[src/hdl/kch_pkg.sv]
package kch_pkg;

    localparam int NumBuckets = 4096;
    localparam int IdxW       = 12;
    localparam int MaxBases   = 32;
    localparam int LenW       = 6;
    localparam int KeyW       = 64;
    localparam int CntW       = 24;
    localparam int CfgW       = 13;
    localparam logic [31:0] CrcPoly = 32'hEDB88320;
    localparam logic [CntW-1:0] CntMax = {CntW{1'b1}};

    typedef enum logic [1:0] {
        OP_INSERT = 2'd0,
        OP_LOOKUP = 2'd1,
        OP_CLEAR  = 2'd2,
        OP_NONE   = 2'd3
    } t_op;

    typedef enum logic [1:0] {
        ST_OK      = 2'd0,
        ST_FULL    = 2'd1,
        ST_BAD     = 2'd2,
        ST_TOOLONG = 2'd3
    } t_status;

    typedef struct packed {
        logic [1:0]  operation;
        logic [7:0]  base_char;
        logic        last_base;
        logic [23:0] seq_id;
    } t_in;

    typedef struct packed {
        logic [1:0]  status;
        logic        found;
        logic [11:0] bucket_index;
        logic [23:0] key_count;
        logic [23:0] first_id;
    } t_out;

    // Commands from the controller to the datapath.
    typedef struct packed {
        logic absorb;      // take one base into crc and key
        logic key_reset;   // restart key accumulation
        logic mod_start;   // begin hash modulo
        logic mod_step;    // advance the restoring division
        logic probe_init;  // position <- home bucket
        logic rd;          // read slot at position
        logic advance;     // position <- next with wrap
        logic write_new;   // write new entry at position
        logic write_inc;   // write incremented count at position
        logic clr_start;   // begin clearing sweep
        logic clr_step;    // clear one valid bit
    } t_cmd;

    // Status from the datapath to the controller.
    typedef struct packed {
        logic       key_err;
        logic [1:0] err_code;
        logic       slot_valid;
        logic       slot_match;
        logic       cnt_sat;
        logic       probe_done;  // every bucket visited
        logic       clr_last;
    } t_stat;

    // One CRC-32 byte update (reflected).
    function automatic logic [31:0] crc_byte(input logic [31:0] crc, input logic [7:0] b);
        logic [31:0] c;
        c = crc ^ {24'd0, b};
        for (int k = 0; k < 8; k++) begin
            c = c[0] ? ((c >> 1) ^ CrcPoly) : (c >> 1);
        end
        return c;
    endfunction

endpackage

[src/hdl/kch_ctrl.sv]
module kch_ctrl (
    input  logic           i_clk,
    input  logic           i_rst_n,
    input  logic           start,
    output logic           busy,
    input  kch_pkg::t_in   i_in,
    input  kch_pkg::t_stat i_stat,
    output kch_pkg::t_cmd  o_cmd,
    output logic           o_strobe,
    output logic [1:0]     o_rstat,
    output logic           o_found,
    output logic           o_zero_out,
    output logic           o_cnt_one
);
    import kch_pkg::*;

    typedef enum logic [3:0] {
        S_INIT, S_IDLE, S_MOD, S_PROBE_RD, S_PROBE_WAIT, S_PROBE_CHK, S_CLR
    } t_state;

    t_state      r_state;
    logic [3:0]  r_cnt;
    logic        r_op_ins;
    logic        accept;
    logic        n_strobe;

    assign busy   = (r_state != S_IDLE);
    assign accept = start && !busy;

    // Command decode and result strobe.
    always_comb begin
        o_cmd = '0;
        n_strobe = 1'b0;
        case (r_state)
            S_INIT:       o_cmd.clr_step = 1'b1;
            S_IDLE: begin
                if (accept) begin
                    if (i_in.operation == OP_CLEAR) begin
                        o_cmd.clr_start = 1'b1;
                        o_cmd.key_reset = 1'b1;
                    end else if (i_in.operation != OP_NONE) begin
                        o_cmd.absorb    = 1'b1;
                        o_cmd.mod_start = i_in.last_base;
                    end
                end
            end
            S_MOD:        o_cmd.mod_step = 1'b1;
            S_PROBE_RD:   o_cmd.rd = 1'b1;
            S_PROBE_WAIT: begin
                if (r_cnt == 4'd15) begin
                    // Errored key: drop it as its result goes out.
                    o_cmd.key_reset = 1'b1;
                    n_strobe = 1'b1;
                end
            end
            S_PROBE_CHK: begin
                if (!i_stat.slot_valid) begin
                    o_cmd.write_new = r_op_ins;
                    o_cmd.key_reset = 1'b1;
                    n_strobe = 1'b1;
                end else if (i_stat.slot_match) begin
                    o_cmd.write_inc = r_op_ins && !i_stat.cnt_sat;
                    o_cmd.key_reset = 1'b1;
                    n_strobe = 1'b1;
                end else if (i_stat.probe_done) begin
                    o_cmd.key_reset = 1'b1;
                    n_strobe = 1'b1;
                end else begin
                    o_cmd.advance = 1'b1;
                end
            end
            S_CLR: begin
                o_cmd.clr_step = 1'b1;
                n_strobe = i_stat.clr_last;
            end
            default: ;
        endcase
        if (r_state == S_MOD && r_cnt == 4'd12) begin
            o_cmd.probe_init = 1'b1;
        end
    end

    // Sequencer state and registered result control.
    always_ff @(posedge i_clk) begin
        if (!i_rst_n) begin
            r_state    <= S_INIT;
            r_cnt      <= '0;
            r_op_ins   <= 1'b0;
            o_strobe   <= 1'b0;
            o_rstat    <= '0;
            o_found    <= 1'b0;
            o_zero_out <= 1'b0;
            o_cnt_one  <= 1'b0;
        end else begin
            o_strobe <= n_strobe;
            case (r_state)
                S_INIT: begin
                    // Clearing pass after reset, no result.
                    if (i_stat.clr_last) begin
                        r_state <= S_IDLE;
                    end
                end
                S_IDLE: begin
                    if (accept && i_in.operation == OP_CLEAR) begin
                        r_state <= S_CLR;
                    end else if (accept && i_in.operation != OP_NONE && i_in.last_base) begin
                        r_op_ins <= (i_in.operation == OP_INSERT);
                        if (i_stat.key_err) begin
                            // Error code already final after this base.
                            r_state <= S_PROBE_WAIT;
                            r_cnt   <= 4'd15;
                        end else begin
                            r_state <= S_MOD;
                            r_cnt   <= '0;
                        end
                    end
                end
                S_MOD: begin
                    r_cnt <= r_cnt + 4'd1;
                    if (r_cnt == 4'd12) begin
                        r_state <= S_PROBE_RD;
                    end
                end
                S_PROBE_RD:   r_state <= S_PROBE_WAIT;
                S_PROBE_WAIT: begin
                    if (r_cnt == 4'd15) begin
                        // Errored key: report and drop it.
                        o_rstat    <= i_stat.err_code;
                        o_found    <= 1'b0;
                        o_zero_out <= 1'b1;
                        o_cnt_one  <= 1'b0;
                        r_cnt      <= '0;
                        r_state    <= S_IDLE;
                    end else begin
                        r_state <= S_PROBE_CHK;
                    end
                end
                S_PROBE_CHK: begin
                    if (!i_stat.slot_valid) begin
                        o_rstat    <= ST_OK;
                        o_found    <= 1'b0;
                        o_zero_out <= 1'b0;
                        o_cnt_one  <= r_op_ins;
                        r_state    <= S_IDLE;
                    end else if (i_stat.slot_match) begin
                        o_rstat    <= ST_OK;
                        o_found    <= 1'b1;
                        o_zero_out <= 1'b0;
                        o_cnt_one  <= 1'b0;
                        r_state    <= S_IDLE;
                    end else if (i_stat.probe_done) begin
                        o_rstat    <= ST_FULL;
                        o_found    <= 1'b0;
                        o_zero_out <= 1'b1;
                        o_cnt_one  <= 1'b0;
                        r_state    <= S_IDLE;
                    end else begin
                        r_state <= S_PROBE_RD;
                    end
                end
                S_CLR: begin
                    if (i_stat.clr_last) begin
                        o_rstat    <= ST_OK;
                        o_found    <= 1'b0;
                        o_zero_out <= 1'b1;
                        o_cnt_one  <= 1'b0;
                        r_state    <= S_IDLE;
                    end
                end
                default: r_state <= S_IDLE;
            endcase
        end
    end

endmodule

[config.mk]
export PLATFORM = sky130hd
export DESIGN_NAME = kch_ctrl
export DESIGN_NICKNAME = d
export VERILOG_FILES = /design/src/hdl/kch_pkg.sv /design/src/hdl/kch_ctrl.sv
export SDC_FILE = /design/constraint.sdc
export NUM_CORES = 1
export LEC_CHECK = 0
export ABC_AREA = 0
export BUFFER_PORTS_ARGS = -buffer_cell sky130_fd_sc_hd__buf_2
export CORE_UTILIZATION = 44
export CTS_CLUSTER_DIAMETER = 50
export CTS_CLUSTER_SIZE = 10
export DETAILED_ROUTE_END_ITERATION = 16
export GPL_ROUTABILITY_DRIVEN = 0
export PLACE_DENSITY = 0.86
export SLEW_MARGIN = 20
export SYNTH_ARGS = -nofsm -noshare
export SYNTH_HDL_FRONTEND = slang
export SYNTH_SLANG_ARGS = --single-unit
[constraint.sdc]
create_clock -name i_clk -period 2.82 [get_ports i_clk]
set_input_delay 0.564 -clock i_clk [delete_from_list [all_inputs] [get_ports i_clk]]
set_output_delay 0.564 -clock i_clk [all_outputs]
set_load 0.005 [all_outputs]
---- Word-level counts from Yosys, hierarchy flattened ----
Cells that the tools add are included.
storage, ports and cells
  bits in registers ....................... 15
  input bits .............................. 46
  output and inout bits ................... 18
operators by class
  add/subtract/negate cells ............... 1
  eq/ne operators ......................... 19
  multiplexer cells ....................... 63
  bitwise logic cells ..................... 1
  reduce and logical (&&, ||, !) cells .... 17
operators by type and width
  cell                 count
  $mux 1               35
  $mux 4               8
  $pmux 4 s6           1
  $mux 2               8
  $pmux 1 s3           5
  $eq 4x3->1 const B   3
  $mux 3               4
  $pmux 4 s3           1
  $ne 2x2->1 const B   5
  $eq 4x2->1 const B   2
  $eq 4x4->1 const B   2
  $reduce_and 4->1     2
  $logic_and 1x1->1    6
  $pmux 2 s3           1
  $reduce_and 3->1     2
  $reduce_bool 3->1    2
  $add 4x1->4 const B  1
  $eq 4x1->1 const B   1
  $logic_not 4->1      1
  $ne 2x1->1 const B   2
  $ne 4x1->1 const B   1
  $ne 4x4->1 const B   1
  $ne 3x3->1 const B   1
  $eq 2x2->1 const B   1
  other kinds (4)      5

---- Depth between registers and ports, before layout ----
Gate-level depths: netlist of run 1.
  word-level depth ........................ 8
  gate-level depth with buffers ........... 6
  depth with buffers taken out ............ 6

---- Least setup slack after synthesis of run 1 ----
OpenSTA, ideal clock, no wires.
  kind .................................... reg2out
  from .................................... register r_state[2]
  to ...................................... output port o_cmd[9] (netlist name)
  data arrival time ....................... 1.327 ns
  required time ........................... 2.256 ns
  path slack .............................. 0.929 ns
  cell stages (with the launch flop) ...... 5
  path buffers ............................ 1
  cells stage by stage .................... dfxtp_1 -> or3b_1 -> buf_2 -> or3_4 -> o21ai_0
RTL lines
  what                      line             source
  start: declaration        kch_ctrl.sv:21   t_state r_state;
  start signal: assignment  kch_ctrl.sv:86   r_state <= S_INIT;
  start signal: assignment  kch_ctrl.sv:100  r_state <= S_IDLE;
  start signal: assignment  kch_ctrl.sv:105  r_state <= S_CLR;
  end: declaration          kch_ctrl.sv:8    output kch_pkg::t_cmd o_cmd,

==> summary.txt, run 1 <==
Synthesis
  • Post-synth EDFFs: 0
  • Synthesized flop and latch total: 14
  • Ys async rst share: 0%
  • Post-synthesis sequential area ratio: 29.1%
  • Commonest cells post-synth: 14 x dfxtp_1, 11 x nand2_1, 9 x nor2_1
  • Top cell type's share of synthesized area: 29.1%
  • Synth cell types: 46
  • Most common flop cell mapped by yosys: dfxtp_1
  • Post-Syn Instances: 123
  • Largest cells by area after synthesis: dfxtp_1 29%, nand2_1 4.3%, a221oi_1 3.6%
  • Most numerous cell in the Yosys netlist: dfxtp_1
  • Synthesized cell area: 962 sq um
  • Mapped Avg Cell Area: 7.82 sq um
  • Mapped Nets: 171
  • Synth area leader: dfxtp_1
  • Ys Warns: 0

Clock network
  • Clk sinks: 14
  • H-tree depth: 1
  • Cts repair resizes: 0
  • Root Driver: clkbuf_4
  • Post-CTS setup buffers: 0
  • Hold-fix buffer count after cts: 0
  • Latest clock arrival within the worst-skew pair: 0.28 ns
  • CTS tree: built
  • CTS Buf Count: 3
  • Max Buffers Root-to-Sink: 2
  • Reg clk slew, reported paths: 0.09 ns

Critical path
  • Top delay family on crit path: simple AND/OR/NAND/NOR gates
  • Worst flop-to-flop path startpoint: r_state[2]$_SDFFE_PN0P_
  • Critical path class: flip-flop to output pin
  • CP max-delay cell: or3b_1
  • Max incr delay on CP: 0.53 ns
  • Worst path required time: 2.26 ns
  • Worst-path fanout max: 14
  • CP Launch Point: r_state[2]$_SDFFE_PN0P_
  • Setup crit end kind: output pin
  • Bufs and invs on worst path: 1
  • WP data arrival: 1.94 ns
  • Worst-path cell chain: or3b_1 > or3_4 > o21ai_0 > buf_2
  • Critical path launch point type: flip-flop

Layout
  • Area grow syn2layout: 22.0%
  • Layout cells sized above 1: 27.3%
  • Fin nets: 203
  • Ant diodes: 0
  • Non-filler cells, final: 181

Floorplanning
  • Initial core utilization: 48.1%
  • Core area: 2000 sq um
  • DIE AREA: 2380 sq um
  • IO Count: 64
  • Die height: 48.8 um
  • Std cell rows: 16
  • Die Span X: 48.8 um

Worst hold path
  • Hold Startpoint: o_rstat[1]$_SDFFE_PN0P_
  • HP Class: flip-flop to flip-flop

Global route
  • Largest net degree at the start of global routing: 21
  • First-pass GRT wire length: 4110 um
  • Initial antenna violation count: 0
  • Vias in the first global route: 943
  • Total Routing Usage GR: 22.3%
  • Gr ovfl total: 0

STA
  • Setup TNS after final layout: 0 ns
  • Fmax: 400 MHz
  • Tmin final: 2.50 ns
  • Count of final hold-check violations: 0
  • Tcrit/Tclk final: 88.7%
  • Post-route worst setup slack: 0.319 ns
  • Slew HR: 65.1%
  • Slew @ Worst Pin: 0.522 ns
  • Final Max Tran Viols: 0
  • Post-Route Skew: 0.00553 ns
  • RSZ-0062 raised after global routing: false
  • Setup violators final: 0

Routing
  • DR DRC count: 0
  • Antenna Violating Nets Remaining: 0
  • Iter 0 DRT Violations: 50
  • Routed vias: 1050
  • Drt total wl: 2400 um
  • Routed wire per std cell: 13.3 um
  • First drt pass iteration count: 4
  • Routed vias/inst: 5.80

Flow run
  • Max-capacitance violation count: 0

Pwr
  • Pwr Density: 385 nW/um^2
  • Worst ir drop on vdd: 267 uV
  • Pleak: 0.481 nW

Status
  • Status: completed

Place
  • Final HPWL DP: 1830 um
  • Dpl ws: 0.649 ns
  • Port Buffer Count: 31
  • Placed cells: 177
## where the power goes
group	switching, mW	internal [mW]	total [mW]	leakage, nW
clock network	0.0691	0.0785	0.148	0.0210
registers	0.00578	0.204	0.209	0.113
logic	0.0539	0.0406	0.0945	0.346
total	0.129	0.323	0.451	0.481
## tightest hold or removal path, delay by kind of cell (launching register included)
family           cells  cell delay (ns)
flip-flops           1             0.32
multiplexers         1             0.06
AND/OR/NAND/NOR      1             0.05
## cells in the final DEF (no fill, tap or decap), drive strengths merged, types with 2 or more instances in the layout
cell type and instances:
a221oi 4, nor2 9, a2111oi 2, a21oi 6
a211oi 3, or3 2, inv 5, or3b 3
o21ai 7, nand3b 3, nor2b 5, a31oi 2
buf 33, clkinv 3, o31a 2, mux2i 2
ha 2, a31o 3, dfxtp 14, nor3b 2
clkbuf 4, nand3 3, nand2b 5, nor3 5
nand2 11
## per-stage QoR
step                total power, mW  utilization [%]  hold slack, ns  area [sq um]
detailed placement            0.307             56.8           0.457          1140
global route                  0.475             58.6           0.484          1170
floorplan                     0.275                -           0.442           962
global placement              0.304             56.8           0.433          1140
CTS                           0.453             58.6           0.469          1170
finish                        0.451             58.6           0.462          1170
## cell families after synthesis
group	count (synthesis)	share of synthesized area [%]
and+or+nand+nor	53	30.7
AOI/OAI and AO/OA	37	28.5
buffers and inverters	14	6.11
DFF	14	29.1
muxes	2	2.08
adders and majority gates	2	2.60
xor gates and xnor gates	1	0.910
## path summary, 6_finish.rpt
| path | depth (start not counted) | slack [ns] | end |
|---|---|---|---|
| setup / recovery | 4 | 0.32 | o_cmd[9] |
| hold / removal | 2 | 0.46 | o_rstat[1]$_SDFFE_PN0P_ |
| setup reg to reg | 4 | 0.97 | r_state[1]$_SDFFE_PN0P_ |
| hold reg to reg | 2 | 0.46 | o_rstat[1]$_SDFFE_PN0P_ |
## per-layer routing
metal	vias up	GRT usage (%)	part of all wire, %
met2	41	35.0	50
met4	0	14.7	1.7
met3	4	4.09	5.8
met1	488	27.9	42
li1	517	-	-
met5	-	0	0
## area by class of cell
cell class | instances | area [sq um]
flip-flops and latches | 14 | 280
repair buffers | 33 | 170
multi-input cells | 95 | 623
inverters | 8 | 30.0
clock buffers | 4 | 36.3
well taps | 27 | 33.8
fillers | 179 | 828
## registers in the layout (all words and copies together) (netlist names)
register and flops:
o_cnt_one 1, o_found 1, o_rstat 2, o_strobe 1
o_zero_out 1, r_cnt 4, r_op_ins 1, r_state 3
Power figures use the tool's default switching activity.
==> run 2: changes to the inputs <==
Settings changed: CORE_UTILIZATION 44 to 41, PLACE_DENSITY 0.86 to 0.81.
Clock period 2.82 ns to 2.49 ns, I/O delays scaled along.
==> summary.txt, run 2 (synthesis gave the netlist of run 1 again) <==
Critical path
  • R2R Path End: o_strobe$_SDFF_PN0_
  • Worst-path fanout max: 7
  • CP Launch Point: r_state[2]$_SDFFE_PN0P_
  • R2r setup slk: 0.71 ns
  • Worst path required time: 1.99 ns
  • Setup crit end kind: output pin
  • Critical path launch point type: flip-flop
  • Worst flop-to-flop path startpoint: r_cnt[1]$_SDFFE_PN0P_
  • Worst R2R Path Depth: 5
  • Critical path class: flip-flop to output pin
  • WP data arrival: 1.79 ns
  • Crit path capture: o_cmd[9]

STA
  • Setup TNS after final layout: 0 ns
  • Slew @ Worst Pin: 0.555 ns
  • Fmax: 436 MHz
  • Slew HR: 62.9%
  • Setup violators final: 0
  • Worst hold slack: 0.418 ns
  • Post-Route Skew: 0.00213 ns
  • RSZ-0062 raised after global routing: false
  • Count of final hold-check violations: 0
  • Tcrit/Tclk final: 92.1%
  • Final Max Tran Viols: 0
  • Tmin final: 2.29 ns

Routing
  • Drt total wl: 2400 um
  • Antenna Violating Nets Remaining: 0
  • Iter 0 DRT Violations: 19
  • Routed wire per std cell: 13.1 um
  • Routed vias/inst: 5.71
  • Routed vias: 1045
  • DR DRC count: 0
  • First drt pass iteration count: 4

Floorplanning
  • Die height: 50.4 um
  • Std cell rows: 17
  • Die Span X: 50.4 um
  • IO Count: 64
  • DIE AREA: 2540 sq um
  • Initial core utilization: 43.5%
  • Core area: 2210 sq um

Clock network
  • Reg clk slew, reported paths: 0.09 ns
  • CTS tree: built
  • CTS Buf Count: 3
  • Cts repair resizes: 0
  • Max Buffers Root-to-Sink: 2
  • H-tree depth: 1
  • Clk sinks: 14
  • Post-CTS setup buffers: 0
  • Latest clock arrival within the worst-skew pair: 0.28 ns
  • Hold-fix buffer count after cts: 0
  • Root Driver: clkbuf_4

Layout
  • Layout cells sized above 1: 27.7%
  • Area grow syn2layout: 22.9%
  • Fin nets: 204
  • Most frequent cells in the layout: 31 x buf_2, 14 x dfxtp_1, 11 x nand2_1, 9 x nor2_1
  • Largest Register: r_cnt
  • Most common cell after layout, fill and taps aside: buf_2
  • Final instance area: 1180 sq um
  • Ant diodes: 0
  • Max FFs per register: 4
  • Largest registers: r_cnt x4, r_state x3, o_rstat x2

Pwr
  • Pleak: 0.486 nW
  • Worst ir drop on vdd: 289 uV
  • Pwr Density: 434 nW/um^2

Worst hold path
  • HP Class: input port to flip-flop

Global route
  • First-pass GRT wire length: 4080 um
  • Total Routing Usage GR: 21.2%
  • Gr ovfl total: 0
  • Largest net degree at the start of global routing: 21
  • Initial antenna violation count: 0
  • Vias in the first global route: 934

Place
  • Final HPWL DP: 1820 um
  • Placed Area: 1150 sq um
  • Port Buffer Count: 31

Flow run
  • Max-capacitance violation count: 0

Status
  • Status: completed
## run 2: layer usage
layer,part of all wire [%],routed length (um),GRT usage [%]
met1,45,1090,26.9
met4,2.5,61,11.6
met5,0,0,0
met3,4.5,108,4.85
met2,48,1140,32.9
## run 2: report_power, final
| part | switching (mW) | internal [mW] | total, mW |
|---|---|---|---|
| clock network | 0.0792 | 0.0891 | 0.168 |
| registers | 0.00603 | 0.231 | 0.237 |
| logic | 0.0624 | 0.0464 | 0.109 |
| total | 0.148 | 0.366 | 0.514 |
## run 2: critical path, stage by stage, from the launching register on
cell and delay, ns:
dfxtp_1 0.32, or3b_1 0.49, or3_4 0.45, o21ai_0 0.10, buf_2 0.14
## run 2: per-stage QoR
step | instances | util (%) | power [mW] | worst slack [ns]
after detailed placement | 179 | 51.8 | 0.349 | 0.535
after floorplan | 123 | - | 0.311 | 0.665
final | 183 | 53.5 | 0.514 | 0.197
after global placement | 179 | 51.8 | 0.345 | 0.535
after global routing | 183 | 53.5 | 0.545 | 0.132
after CTS | 183 | 53.5 | 0.516 | 0.203
## run 2: cell type report
| type | count | area [sq um] |
|---|---|---|
| inverters | 8 | 30.0 |
| repair buffers | 34 | 178 |
| well taps | 28 | 35.0 |
| multi-input cells | 95 | 623 |
| clock buffers | 4 | 36.3 |
| fillers | 226 | 1030 |
| flip-flops and latches | 14 | 280 |
## run 2: worst min-delay path by stage
stage                                         end  cells past startpoint               startpoint
after floorplan           o_zero_out$_SDFFE_PN0P_                      2  o_zero_out$_SDFFE_PN0P_
after global placement    o_zero_out$_SDFFE_PN0P_                      2  o_zero_out$_SDFFE_PN0P_
after detailed placement  o_rstat[1]$_SDFFE_PN0P_                      2  o_rstat[1]$_SDFFE_PN0P_
after CTS                   r_op_ins$_SDFFE_PN0P_                      2                 i_in[33]
after global routing        r_op_ins$_SDFFE_PN0P_                      2                 i_in[33]
final                       r_op_ins$_SDFFE_PN0P_                      2                 i_in[33]
